<file path="src/wrr_pkg.sv">
// Shared types, codes and helpers for the weighted round-robin thread table.
`default_nettype none

package wrr_pkg;

	localparam int MAX_THREADS_DEF = 12;

	// Event codes
	localparam logic [1:0] CMD_CREATE = 2'd0;
	localparam logic [1:0] CMD_TICK   = 2'd1;
	localparam logic [1:0] CMD_SWITCH = 2'd2;
	localparam logic [1:0] CMD_EXIT   = 2'd3;

	// Status codes
	localparam logic [1:0] ST_OK    = 2'd0;
	localparam logic [1:0] ST_FULL  = 2'd1;
	localparam logic [1:0] ST_EMPTY = 2'd2;

	// Register file
	localparam int              APB_AW        = 3;
	localparam logic [APB_AW-1:0] ADDR_QUANTUM = '0;
	localparam logic [7:0]      QUANTUM_RESET = 8'd1;

	typedef struct packed {
		logic [1:0]  cmd;
		logic [31:0] context_sp;
	} in_word_t;

	typedef struct packed {
		logic [31:0] next_sp;
		logic [9:0]  slice_length;
		logic [3:0]  thread_id;
		logic [31:0] run_count;
		logic [1:0]  status;
		logic        no_threads;
	} out_word_t;

	// One table entry as held in memory
	typedef struct packed {
		logic [31:0] sp;
		logic [3:0]  id;
		logic [31:0] runs;
	} entry_t;

	// Priority 4, 3 or 2 for id mod 3 = 0, 1 or 2
	function automatic logic [2:0] prio_of(input logic [3:0] id);
		logic [2:0] p;
		unique case (id)
			4'd0, 4'd3, 4'd6, 4'd9, 4'd12, 4'd15: p = 3'd4;
			4'd1, 4'd4, 4'd7, 4'd10, 4'd13:       p = 3'd3;
			default:                              p = 3'd2;
		endcase
		return p;
	endfunction

endpackage

`default_nettype wire

</file>
<file path="src/wrr_ram.sv">
// Generic single-write, single-read RAM with registered read data.
`default_nettype none

module wrr_ram #(
	parameter int WIDTH = 8,
	parameter int DEPTH = 16,
	localparam int AW = (DEPTH > 1) ? $clog2(DEPTH) : 1
) (
	input  wire logic             clk,
	input  wire logic             we,
	input  wire logic [AW-1:0]    waddr,
	input  wire logic [WIDTH-1:0] wdata,
	input  wire logic             re,
	input  wire logic [AW-1:0]    raddr,
	output logic      [WIDTH-1:0] rdata
);

	logic [WIDTH-1:0] mem [DEPTH];

	always_ff @(posedge clk) begin
		if (we) begin
			mem[waddr] <= wdata;
		end
		if (re) begin
			rdata <= mem[raddr];
		end
	end

endmodule

`default_nettype wire

</file>
<file path="src/weighted_round_robin_thread_table.sv">
// Top level of the weighted round-robin thread table.
//
//  channel   direction  handshake            word
//  in        input      in_valid / in_stall  wrr_pkg::in_word_t (cmd, context_sp)
//  out       output     out_valid/out_stall  wrr_pkg::out_word_t (one per input word)
//  apb       input      psel/penable/pready  quantum_units at byte address 0
//
// Create and any event on an empty table go from idle straight to the result;
// tick and exit read one entry, and a switch reads two entries through the single
// memory port pair and writes them back one after another (one write if top is next).
// Reset clears the entry count, the round-robin slot and the flags; entries
// need no clearing, as only written slots are ever read.
// One word is at work at a time; the output register lets the next word in
// while a result waits on out_stall.
`default_nettype none

module weighted_round_robin_thread_table #(
	parameter int MAX_THREADS = wrr_pkg::MAX_THREADS_DEF
) (
	input  wire logic                          clk,
	input  wire logic                          arst_n,
	input  wire logic                          in_valid,
	output logic                               in_stall,
	input  wire wrr_pkg::in_word_t             in_data,
	output logic                               out_valid,
	input  wire logic                          out_stall,
	output wrr_pkg::out_word_t                 out_data,
	input  wire logic                          psel,
	input  wire logic                          penable,
	input  wire logic                          pwrite,
	input  wire logic [wrr_pkg::APB_AW-1:0]    paddr,
	input  wire logic [31:0]                   pwdata,
	output logic [31:0]                        prdata,
	output logic                               pready
);

	localparam int AW = (MAX_THREADS > 1) ? $clog2(MAX_THREADS) : 1;
	localparam int CW = $clog2(MAX_THREADS + 1);
	localparam int EW = $bits(wrr_pkg::entry_t);

	typedef enum logic [2:0] {S_IDLE, S_FIRST, S_SECOND, S_THIRD, S_DONE} state_t;

	state_t             state_q;
	logic [1:0]         cmd_q;
	logic [31:0]        ctx_q;
	logic [AW-1:0]      top_q;
	logic [AW-1:0]      e_q;
	wrr_pkg::entry_t    b_q;
	wrr_pkg::out_word_t res_q;
	wrr_pkg::out_word_t out_q;
	logic               out_valid_q;
	logic [CW-1:0]      total_q;
	logic [CW-1:0]      next_slot_q;
	logic [31:0]        main_sp_q;
	logic               main_cap_q;
	logic               exit_pend_q;
	logic [7:0]         quantum_q;

	logic               in_acc;
	logic [CW-1:0]      top_c;
	logic [CW-1:0]      e_c;
	logic [CW-1:0]      sum_c;
	logic [CW-1:0]      ns_c;
	wrr_pkg::entry_t    rd_entry;
	wrr_pkg::entry_t    a_mod;
	wrr_pkg::entry_t    new_top;
	logic [10:0]        slice_c;
	logic               ram_we;
	logic [AW-1:0]      ram_waddr;
	wrr_pkg::entry_t    ram_wdata;
	logic               ram_re;
	logic [AW-1:0]      ram_raddr;
	logic [EW-1:0]      ram_rdata;

	assign in_stall  = (state_q != S_IDLE);
	assign in_acc    = in_valid && !in_stall;
	assign out_valid = out_valid_q;
	assign out_data  = out_q;
	assign pready    = 1'b1;
	assign prdata    = (paddr == wrr_pkg::ADDR_QUANTUM) ? 32'(quantum_q) : '0;

	assign top_c    = total_q - CW'(1);
	assign e_c      = (next_slot_q < total_q) ? next_slot_q : '0;
	assign rd_entry = wrr_pkg::entry_t'(ram_rdata);
	assign slice_c  = 11'(wrr_pkg::prio_of(rd_entry.id)) * 11'(quantum_q);

	// Round-robin advance over the entries below the top
	assign sum_c = CW'(e_q) + CW'(1);
	always_comb begin
		if (top_q <= AW'(1)) begin
			ns_c = '0;
		end else if (sum_c >= CW'(top_q)) begin
			ns_c = sum_c - CW'(top_q);
		end else begin
			ns_c = sum_c;
		end
	end

	// Top entry with the context saved, and the entry that becomes the top
	always_comb begin
		a_mod = rd_entry;
		if (main_cap_q && !exit_pend_q) begin
			a_mod.sp = ctx_q;
		end
		new_top = (e_q == top_q) ? a_mod : b_q;
		if (new_top.runs != '1) begin
			new_top.runs = new_top.runs + 32'd1;
		end
	end

	// Memory port control
	always_comb begin
		ram_we    = 1'b0;
		ram_waddr = top_q;
		ram_wdata = b_q;
		ram_re    = 1'b0;
		ram_raddr = e_c[AW-1:0];
		unique case (state_q)
			S_IDLE: begin
				if (in_acc && total_q != '0) begin
					ram_re    = (in_data.cmd != wrr_pkg::CMD_CREATE);
					ram_raddr = (in_data.cmd == wrr_pkg::CMD_EXIT) ? top_c[AW-1:0]
						: e_c[AW-1:0];
				end
				if (in_acc && in_data.cmd == wrr_pkg::CMD_CREATE
						&& total_q < CW'(MAX_THREADS)) begin
					ram_we    = 1'b1;
					ram_waddr = total_q[AW-1:0];
					ram_wdata = '{sp: in_data.context_sp, id: 4'(total_q), runs: '0};
				end
			end
			S_FIRST: begin
				ram_re    = (cmd_q == wrr_pkg::CMD_SWITCH);
				ram_raddr = top_q;
			end
			S_SECOND: begin
				ram_we = 1'b1;
				if (e_q == top_q) begin
					ram_waddr = top_q;
					ram_wdata = new_top;
				end else begin
					ram_waddr = e_q;
					ram_wdata = a_mod;
				end
			end
			S_THIRD: begin
				ram_we    = 1'b1;
				ram_waddr = top_q;
				ram_wdata = b_q;
			end
			S_DONE: begin
				ram_we = 1'b0;
			end
			default: begin
				ram_we = 1'b0;
			end
		endcase
	end

	wrr_ram #(
		.WIDTH (EW),
		.DEPTH (MAX_THREADS)
	) u_table (
		.clk   (clk),
		.we    (ram_we),
		.waddr (ram_waddr),
		.wdata (EW'(ram_wdata)),
		.re    (ram_re),
		.raddr (ram_raddr),
		.rdata (ram_rdata)
	);

	always_ff @(posedge clk or negedge arst_n) begin
		if (!arst_n) begin
			state_q     <= S_IDLE;
			out_valid_q <= 1'b0;
			total_q     <= '0;
			next_slot_q <= '0;
			main_cap_q  <= 1'b0;
			exit_pend_q <= 1'b0;
			quantum_q   <= wrr_pkg::QUANTUM_RESET;
		end else begin
			if (psel && penable && pwrite && pready && paddr == wrr_pkg::ADDR_QUANTUM) begin
				quantum_q <= pwdata[7:0];
			end
			if (out_valid_q && !out_stall && state_q != S_DONE) begin
				out_valid_q <= 1'b0;
			end
			unique case (state_q)
				S_IDLE: begin
					if (in_acc) begin
						cmd_q <= in_data.cmd;
						ctx_q <= in_data.context_sp;
						top_q <= top_c[AW-1:0];
						e_q   <= e_c[AW-1:0];
						if (total_q == '0 && in_data.cmd != wrr_pkg::CMD_CREATE) begin
							res_q <= '{
								next_sp: (in_data.cmd == wrr_pkg::CMD_SWITCH && main_cap_q)
									? main_sp_q : 32'd0,
								slice_length: '0,
								thread_id: '0,
								run_count: '0,
								status: wrr_pkg::ST_EMPTY,
								no_threads: 1'b1
							};
							state_q <= S_DONE;
						end else if (in_data.cmd == wrr_pkg::CMD_CREATE) begin
							if (total_q >= CW'(MAX_THREADS)) begin
								res_q <= '{next_sp: '0, slice_length: '0, thread_id: '0,
									run_count: '0, status: wrr_pkg::ST_FULL, no_threads: 1'b0};
							end else begin
								res_q <= '{next_sp: '0, slice_length: '0,
									thread_id: 4'(total_q), run_count: '0,
									status: wrr_pkg::ST_OK, no_threads: 1'b0};
								total_q <= total_q + CW'(1);
							end
							state_q <= S_DONE;
						end else begin
							res_q   <= '0;
							state_q <= S_FIRST;
						end
					end
				end
				S_FIRST: begin
					unique case (cmd_q)
						wrr_pkg::CMD_TICK: begin
							res_q.slice_length <= slice_c[9:0];
							state_q            <= S_DONE;
						end
						wrr_pkg::CMD_EXIT: begin
							res_q.thread_id  <= rd_entry.id;
							res_q.run_count  <= rd_entry.runs;
							res_q.no_threads <= (total_q == CW'(1));
							total_q          <= total_q - CW'(1);
							exit_pend_q      <= 1'b1;
							state_q          <= S_DONE;
						end
						wrr_pkg::CMD_SWITCH: begin
							b_q     <= rd_entry;
							state_q <= S_SECOND;
						end
						wrr_pkg::CMD_CREATE: begin
							state_q <= S_DONE;
						end
					endcase
				end
				S_SECOND: begin
					// first switch keeps the pointer as the main one; pending exit drops it
					if (!main_cap_q) begin
						main_sp_q  <= ctx_q;
						main_cap_q <= 1'b1;
					end else if (exit_pend_q) begin
						exit_pend_q <= 1'b0;
					end
					next_slot_q     <= ns_c;
					res_q.next_sp   <= new_top.sp;
					res_q.thread_id <= new_top.id;
					res_q.run_count <= new_top.runs;
					b_q             <= new_top;
					state_q         <= (e_q == top_q) ? S_DONE : S_THIRD;
				end
				S_THIRD: begin
					state_q <= S_DONE;
				end
				S_DONE: begin
					if (!out_valid_q || !out_stall) begin
						out_q       <= res_q;
						out_valid_q <= 1'b1;
						state_q     <= S_IDLE;
					end
				end
				default: begin
					state_q <= S_IDLE;
				end
			endcase
		end
	end

	a_total_bound: assert property (@(posedge clk) disable iff (!arst_n)
		total_q <= CW'(MAX_THREADS))
		else $error("thread count above table depth");

	a_busy_after_accept: assert property (@(posedge clk) disable iff (!arst_n)
		in_acc |=> in_stall)
		else $error("word accepted while table update in flight");

	a_main_sp_kept: assert property (@(posedge clk) disable iff (!arst_n)
		!$fell(main_cap_q))
		else $error("main pointer capture lost");

endmodule

`default_nettype wire

</file>
<file path="config.mk">
export PLATFORM = sky130hd
export DESIGN_NAME = weighted_round_robin_thread_table
export DESIGN_NICKNAME = d
export VERILOG_FILES = /design/src/wrr_pkg.sv /design/src/wrr_ram.sv /design/src/weighted_round_robin_thread_table.sv
export SDC_FILE = /design/constraint.sdc
export NUM_CORES = 2
export LEC_CHECK = 0
export BUFFER_PORTS_ARGS = -buffer_cell sky130_fd_sc_hd__clkbuf_2
export CORE_MARGIN = 2
export CORE_UTILIZATION = 45
export DETAILED_ROUTE_END_ITERATION = 8
export PLACE_DENSITY_LB_ADDON = 0.15
export SLEW_MARGIN = 10
export SYNTH_ARGS = -nofsm -noshare
export SYNTH_HDL_FRONTEND = slang
export SYNTH_SLANG_ARGS = --single-unit
</file>
<file path="constraint.sdc">
create_clock -name clk -period 6.65 [get_ports clk]
set_input_delay 0.665 -clock clk [delete_from_list [all_inputs] [get_ports clk]]
set_output_delay 0.665 -clock clk [all_outputs]
set_load 0.01 [all_outputs]
</file>
; ---- Word-level counts from Yosys, hierarchy flattened
; Memory sizes are Yosys's and may differ from the RTL's. A register that Yosys moved wholly into a read port is not among the register bits.
; Cells that the tools add are included.
; W data, S select, Z words.
[word_totals]
memories = 2
romBits = 48
output_inout_bits = 116
inputBits = 76
elab_cells = 163
ramBits = 816
register_bits = 326
[op_classes]
magnitude_cmp = 5
n_mul = 1
n_eq_ne = 22
bitwise_logic = 2
n_addsub = 5
n_mux = 55
n_reduce_logical = 43
[mem_list]
columns = memory, depth, word_bits, rd, rd_clocked_by_memory_dff, write_ports, line
row1 = u_table.mem, 12, 68, 1, 1, 1, wrr_ram.sv:18  ; logic [WIDTH-1:0] mem [DEPTH];
row2 = (name not given), 16, 3, 1, 0, 0, wrr_pkg.sv:48  ; unique case (id)
[op_table]
columns = cell, count
row1 = $mux W68, 4
row2 = $pmux W68 S2, 2
row3 = $mux W81, 3
row4 = $pmux W36 S3, 1
row5 = $mux W32, 3
row6 = $pmux W32 S2, 1
row7 = $mux W4, 12
row8 = $mux W39, 1
row9 = $mux W36, 1
row10 = $add A32 B1 Y32 const B, 1
row11 = $ne A32 B32 Y1 const B, 1
row12 = $pmux W4 S2, 3
row13 = $pmux W10 S2, 1
row14 = $reduce_and A3 Y1, 6
row15 = $mux W3, 5
row16 = $pmux W3 S5, 1
row17 = $ne A2 B2 Y1 const B, 7
row18 = $logic_and A1 B1 Y1, 12
row19 = $reduce_and A4 Y1, 3
row20 = $mul A3 B8 Y10, 1
row21 = $mux W1, 10
row22 = $mux W10, 1
row23 = $add A4 B1 Y4 const B, 2
row24 = $eq A2 B2 Y1 const B, 4
row25 = other kinds (31), 47

; ---- Logic depth before layout (Yosys ltp)
[depth]
word_depth = 9
mapped_depth = 18
mapped_depth_nobuf = 16

; ---- Modules after synthesis
; From an unflattened synthesis, not the netlist that was laid out.
[unflattened]
hier_cells = 3019
area_unflattened_um2 = 50588.5
[by_module_without_submodules]
columns = module, seq_area_each_um2, instances, area_each_um2, cells_each
row1 = wrr_ram, 26545.5, 1, 32870.3, 1389
row2 = weighted_round_robin_thread_table, 9680.5, 1, 17718.2, 1630

; ---- Worst setup path before layout
; Ideal clock, no wire load.
[synth_timing]
path_kind = register -> register
from = register state_q[2]
to = register b_q[0] (netlist bit) (enable)
period_less_slack_ns = 7.112
required_ns = 6.051
t_arrival_ns = 6.513
path_buffers = 3
setup_ns = 0.599
stages_incl_launch_ff = 7
slack_ns = -0.462
path_cell_list = dfrtp_1 buf_2 nor3b_1 clkbuf_1 clkbuf_1 nand3b_1 a21boi_0
[synth_between]
elab_chain_len = 3
word_cells_on_any_way = 5
cone_classes = eq/ne (3) / reduce/logical (2)
[synth_lines]
columns = item, line
row1 = start: declaration, weighted_round_robin_thread_table.sv:43  ; state_t state_q;
row2 = start signal: assignment, weighted_round_robin_thread_table.sv:260  ; state_q <= (e_q == top_q) ? S_DONE : S_THIRD;
row3 = $eq A3 B1 Y1 or $eq A3 B2 Y1 (tied branches), weighted_round_robin_thread_table.sv:189  ; unique case (state_q)
row4 = $ne A2 B2 Y1 (no source line) or $reduce_bool A2 Y1 (tied branches), --
row5 = $reduce_and A3 Y1 (no source line) *, --
row6 = end signal: assignment, weighted_round_robin_thread_table.sv:239  ; b_q <= rd_entry;
row7 = end signal: assignment, weighted_round_robin_thread_table.sv:259  ; b_q <= new_top;
row8 = end: declaration, weighted_round_robin_thread_table.sv:48  ; wrr_pkg::entry_t b_q;
; Every way passes the cells marked *; elsewhere a longest branch is shown, timed or not.
; A chain may end at the register's enable or synchronous reset.

==> results.rst <==
.. list-table::
   :header-rows: 1

   * - Metric
     - Value
   * - Crit path required time
     - about 6.9 ns
   * - DRC violations left
     - 0
   * - Total CTS buffers
     - ~120
   * - Sequential fraction of the synthesis area
     - a little over two thirds
   * - Max Buffers Root-to-Sink
     - 3
   * - DR iter-0 viols
     - about 3,700
   * - Compound-cell area share of the yosys netlist
     - 13.0%
   * - Number of warnings printed during yosys synthesis
     - 0
   * - Number of buffers inserted by port buffering
     - 142
   * - Vias post-DR
     - around 32,000
   * - Clk pin slew, worst setup/hold paths
     - approximately 0.060 ns
   * - Die area
     - 118,000 sq um
   * - Number of enable-type register cells in the synthesized netlist
     - ~1,200
   * - Multiplexer area fraction after synthesis
     - 5.15%
   * - Maximum net fanout on the critical path
     - 35
   * - Critical path launch point type
     - flip-flop
   * - Maximum operating frequency
     - 0.187 GHz
   * - Setup slack after placement
     - approximately 1.4 ns
   * - Die W
     - ~340 um
   * - Clock Root Buffer
     - sky130_fd_sc_hd__clkbuf_16
   * - Initial Util
     - 45.4%
   * - Placed wire-length estimate
     - around 76,000 um
   * - Maximum number of pins on one net before global-route repair
     - between 150 and 200
   * - Worst VDD drop
     - around 0.57 mV
   * - Routed Wire Length
     - roughly 140,000 um
   * - Setup WS post-layout
     - between 1 and 1.5 ns
   * - Final critical-path share of the clock period
     - 80.6%
   * - CP arrival
     - between 5 and 6 ns
   * - Max Clock Skew
     - slightly below 0.04 ns
   * - Post-synthesis adder-cell area fraction
     - less than 1%
   * - Commonest cells after routing, fill and taps aside
     - sky130_fd_sc_hd__edfxtp_1, sky130_fd_sc_hd__nand2_1, sky130_fd_sc_hd__a21oi_1
   * - Count of mapped cells out of synthesis
     - 3,710
   * - Total routing resource utilization after global routing
     - between 20% and 30%
   * - Vertical extent of the die
     - around 340 um
   * - Critical path capture point type
     - flip-flop
   * - Number of maximum-capacitance constraint violations
     - 0
   * - Post-route ant nets
     - 0
   * - Filler cell count in the final layout
     - between 9,000 and 10,000
   * - Register bit total from synthesis
     - approximately 1,200
   * - Leakage power total
     - about 21 nW
   * - Count of pins over their slew limit
     - 0
   * - First-pass iteration count of the detailed router
     - 5
   * - Shortest period the worst path allows
     - around 5.4 ns
   * - Number of nets in the finished design
     - a little under 4,000
   * - Insertion delay to the later sink of the worst-skew pair
     - between 0.7 and 0.8 ns
   * - ANT cells
     - 0
   * - Worst Setup Path Type
     - flip-flop to flip-flop
   * - Xor/xnor share of the synthesized area
     - 1.13%
   * - H-Tree Level Count
     - 3
   * - Main combinational cell family by area after synthesis
     - compound AO/OA/AOI/OAI gates
   * - Area fraction in and, or, nand and nor cells after synthesis
     - roughly 6.8%
   * - CTS sink cnt
     - approximately 1,200
   * - Total gr overflow
     - 0
   * - Antenna violations before repair
     - 2
   * - Reg2reg setup slack
     - 1.29 ns
   * - Status
     - completed
   * - Gpl congestion
     - about 0.84
   * - Hold Crit Class
     - input pin to flip-flop
   * - Ratio of routed vias to standard cells
     - around 6.0
   * - Power Density
     - 473 nW/um^2
   * - Share of post-route cells with drive strength above 1
     - about an eighth
   * - Core area
     - approximately 110,000 sq um
   * - Via count of the first global-routing pass
     - approximately 31,000
   * - Num rows
     - 124
   * - Area growth from synthesis to layout
     - 12.3%
   * - Most common cell after layout, fill and taps aside
     - sky130_fd_sc_hd__edfxtp_1
   * - Post-Syn Area
     - 51,900 sq um
   * - Most common flop cell mapped by yosys
     - sky130_fd_sc_hd__edfxtp_1
   * - Mean post-synth cell area
     - roughly 14 sq um
   * - Wire length per cell after detailed routing
     - 25.6 um
   * - Remaining max-slew budget at the tightest pin
     - between 15 and 20%
   * - Resized Gates After CTS
     - 0
   * - Slew at the pin closest to its max-slew limit
     - between 1 and 1.5 ns
   * - Number of hold violations in the final report
     - 0
   * - Final sum of negative setup slack
     - 0 ns
   * - Unrepaired setup endpoints after global routing
     - no
   * - IO Pins
     - between 150 and 200
   * - Library cells used by synthesis
     - 83
   * - Ys async rst share
     - roughly 1.8%
   * - Setup-failing EPs final
     - 0
   * - First-pass GRT wire length
     - 204,000 um
   * - Clock tree from TritonCTS
     - done
==> cell usage after synthesis, types with 6 or more instances <==
| library cell | instances | area (sq um) |
|---|---|---|
| sky130_fd_sc_hd__o211ai_1 | 13 | 97.6 |
| sky130_fd_sc_hd__o22ai_1 | 13 | 81.3 |
| sky130_fd_sc_hd__fa_1 | 8 | 160 |
| sky130_fd_sc_hd__o21ai_0 | 76 | 380 |
| sky130_fd_sc_hd__o21a_1 | 6 | 45.0 |
| sky130_fd_sc_hd__a221oi_1 | 101 | 885 |
| sky130_fd_sc_hd__a221o_1 | 39 | 390 |
| sky130_fd_sc_hd__a211oi_1 | 159 | 1190 |
| sky130_fd_sc_hd__nor3_1 | 43 | 215 |
| sky130_fd_sc_hd__o221ai_1 | 11 | 96.3 |
| sky130_fd_sc_hd__a21o_1 | 76 | 571 |
| sky130_fd_sc_hd__ha_1 | 25 | 313 |
| sky130_fd_sc_hd__a31oi_1 | 8 | 50.1 |
| sky130_fd_sc_hd__and2_1 | 33 | 206 |
| sky130_fd_sc_hd__nand3_1 | 44 | 220 |
| sky130_fd_sc_hd__nand4_1 | 24 | 150 |
| sky130_fd_sc_hd__or3_1 | 8 | 50.1 |
| sky130_fd_sc_hd__xnor2_1 | 46 | 403 |
| sky130_fd_sc_hd__or4_1 | 7 | 52.6 |
| sky130_fd_sc_hd__and4_1 | 7 | 61.3 |
| sky130_fd_sc_hd__inv_1 | 82 | 308 |
| sky130_fd_sc_hd__xor2_1 | 21 | 184 |
| sky130_fd_sc_hd__nand2_1 | 423 | 1590 |
| sky130_fd_sc_hd__o31ai_1 | 6 | 45.0 |
| sky130_fd_sc_hd__a211o_1 | 77 | 674 |
| sky130_fd_sc_hd__nand2b_1 | 9 | 56.3 |
| sky130_fd_sc_hd__mux2i_1 | 245 | 2450 |
| sky130_fd_sc_hd__mux2_2 | 16 | 180 |
| sky130_fd_sc_hd__o21ai_1 | 16 | 80.1 |
| sky130_fd_sc_hd__buf_2 | 46 | 230 |
| sky130_fd_sc_hd__buf_1 | 33 | 124 |
| sky130_fd_sc_hd__clkbuf_1 | 200 | 751 |
| sky130_fd_sc_hd__nor2_1 | 101 | 379 |
| sky130_fd_sc_hd__o22a_1 | 29 | 254 |
| sky130_fd_sc_hd__and3_1 | 45 | 282 |
| sky130_fd_sc_hd__a21oi_1 | 279 | 1400 |
| sky130_fd_sc_hd__dfrtp_1 | 21 | 526 |
| sky130_fd_sc_hd__edfxtp_1 | 1188 | 35700 |
| sky130_fd_sc_hd__buf_4 | 26 | 195 |
| sky130_fd_sc_hd__a22oi_1 | 7 | 52.6 |
| sky130_fd_sc_hd__nor4_1 | 15 | 93.8 |
==> metrics by stage <==
step | hold slack [ns] | power, mW | std cells | util, % | area, sq um
final | 0.146 | 27.6 | 5408 | 50.9 | 58200
after global routing | 0.125 | 28.9 | 5408 | 50.9 | 58200
after CTS | 0.0968 | 27.6 | 5407 | 50.9 | 58200
after detailed placement | 0.405 | 21.0 | 5180 | 47.5 | 54400
after global placement | 0.401 | 20.9 | 5180 | 47.5 | 54400
after floorplan | 0.369 | 17.5 | 3733 | - | 52000
==> critical path, stage by stage (launching register included) <==
cell and delay [ns]:
sky130_fd_sc_hd__edfxtp_1 0.46, sky130_fd_sc_hd__ha_1 0.39, sky130_fd_sc_hd__or4_2 0.69, sky130_fd_sc_hd__buf_4 0.29, sky130_fd_sc_hd__nand2_1 0.12, sky130_fd_sc_hd__nand2_1 0.09, sky130_fd_sc_hd__ha_1 0.32, sky130_fd_sc_hd__nand3_1 0.20
sky130_fd_sc_hd__or2_2 0.17, sky130_fd_sc_hd__mux2_2 0.36, sky130_fd_sc_hd__a211o_1 0.54, sky130_fd_sc_hd__nand4_1 0.38, sky130_fd_sc_hd__o211ai_1 0.27, sky130_fd_sc_hd__nand3_1 0.57
==> cells by family (layout without fill, tap and decap cells) <==
family | Yosys count | after routing
AOI/OAI and AO/OA | 965 | 965
and+or+nand+nor | 782 | 782
DFF | 1210 | 1210
xor gates and xnor gates | 67 | 67
buffers and inverters | 387 | 550
other | 2 | 25
adders and majority gates | 33 | 33
muxes | 264 | 264
==> path summary, 6_finish.rpt <==
check | from | to | cells past startpoint
worst max-delay path | e_q[0] | u_table.mem[6][23] | 13
worst min-delay path | in_data[12] | ctx_q[12] | 1
worst max register to register | e_q[0] | u_table.mem[6][23] | 13
worst min register to register | res_q[28] | out_data[28] | 0
max in group asynchronous | arst_n | quantum_q[0] | 3
min in group asynchronous | arst_n | state_q[1] | 3
==> repair_timing <==
item,4_1_cts,5_1_grt
buffers inserted,0,0
hold endpoints to repair,21,0
hold buffers,1,0
setup endpoints to repair,0,0
==> flip-flops by register name (all words and copies together), names as in the netlist, 8 cells and up <==
| signal | count |
|---|---|
| u_table.rdata | 68 |
| out_data | 81 |
| main_sp_q | 32 |
| res_q | 81 |
| u_table.mem | 816 |
| quantum_q | 8 |
| b_q | 68 |
| ctx_q | 32 |
==> power breakdown <==
group / switching (mW) / total, mW / internal (mW)
Combinational: 6.67 / 9.84 / 3.18
Sequential: 0.799 / 11.1 / 10.3
Clock: 2.91 / 6.64 / 3.72
==> area by class of cell <==
class	instances	area, sq um	area share (%)
Inverter	82	308	0.529
Multi-Input combinational cell	2136	14400	24.7
Timing Repair Buffer	242	1590	2.73
Clock inverter	77	634	1.09
Tap cell	1512	1890	3.25
Clock buffer	149	3200	5.49
Sequential cell	1210	36200	62.2
==> layer usage <==
layer  routed length, um  part of all wire [%]  GRT usage [%]  vias to the layer above
met4                2160                   1.6           5.12                        0
met2               62700                    45           35.7                     1314
met3               11100                   8.0           4.00                      151
met1               62600                    45           34.5                    16437
met5                   0                     0              0                        -
li1                    -                     -              -                    14513
Power figures use the tool's default switching activity.
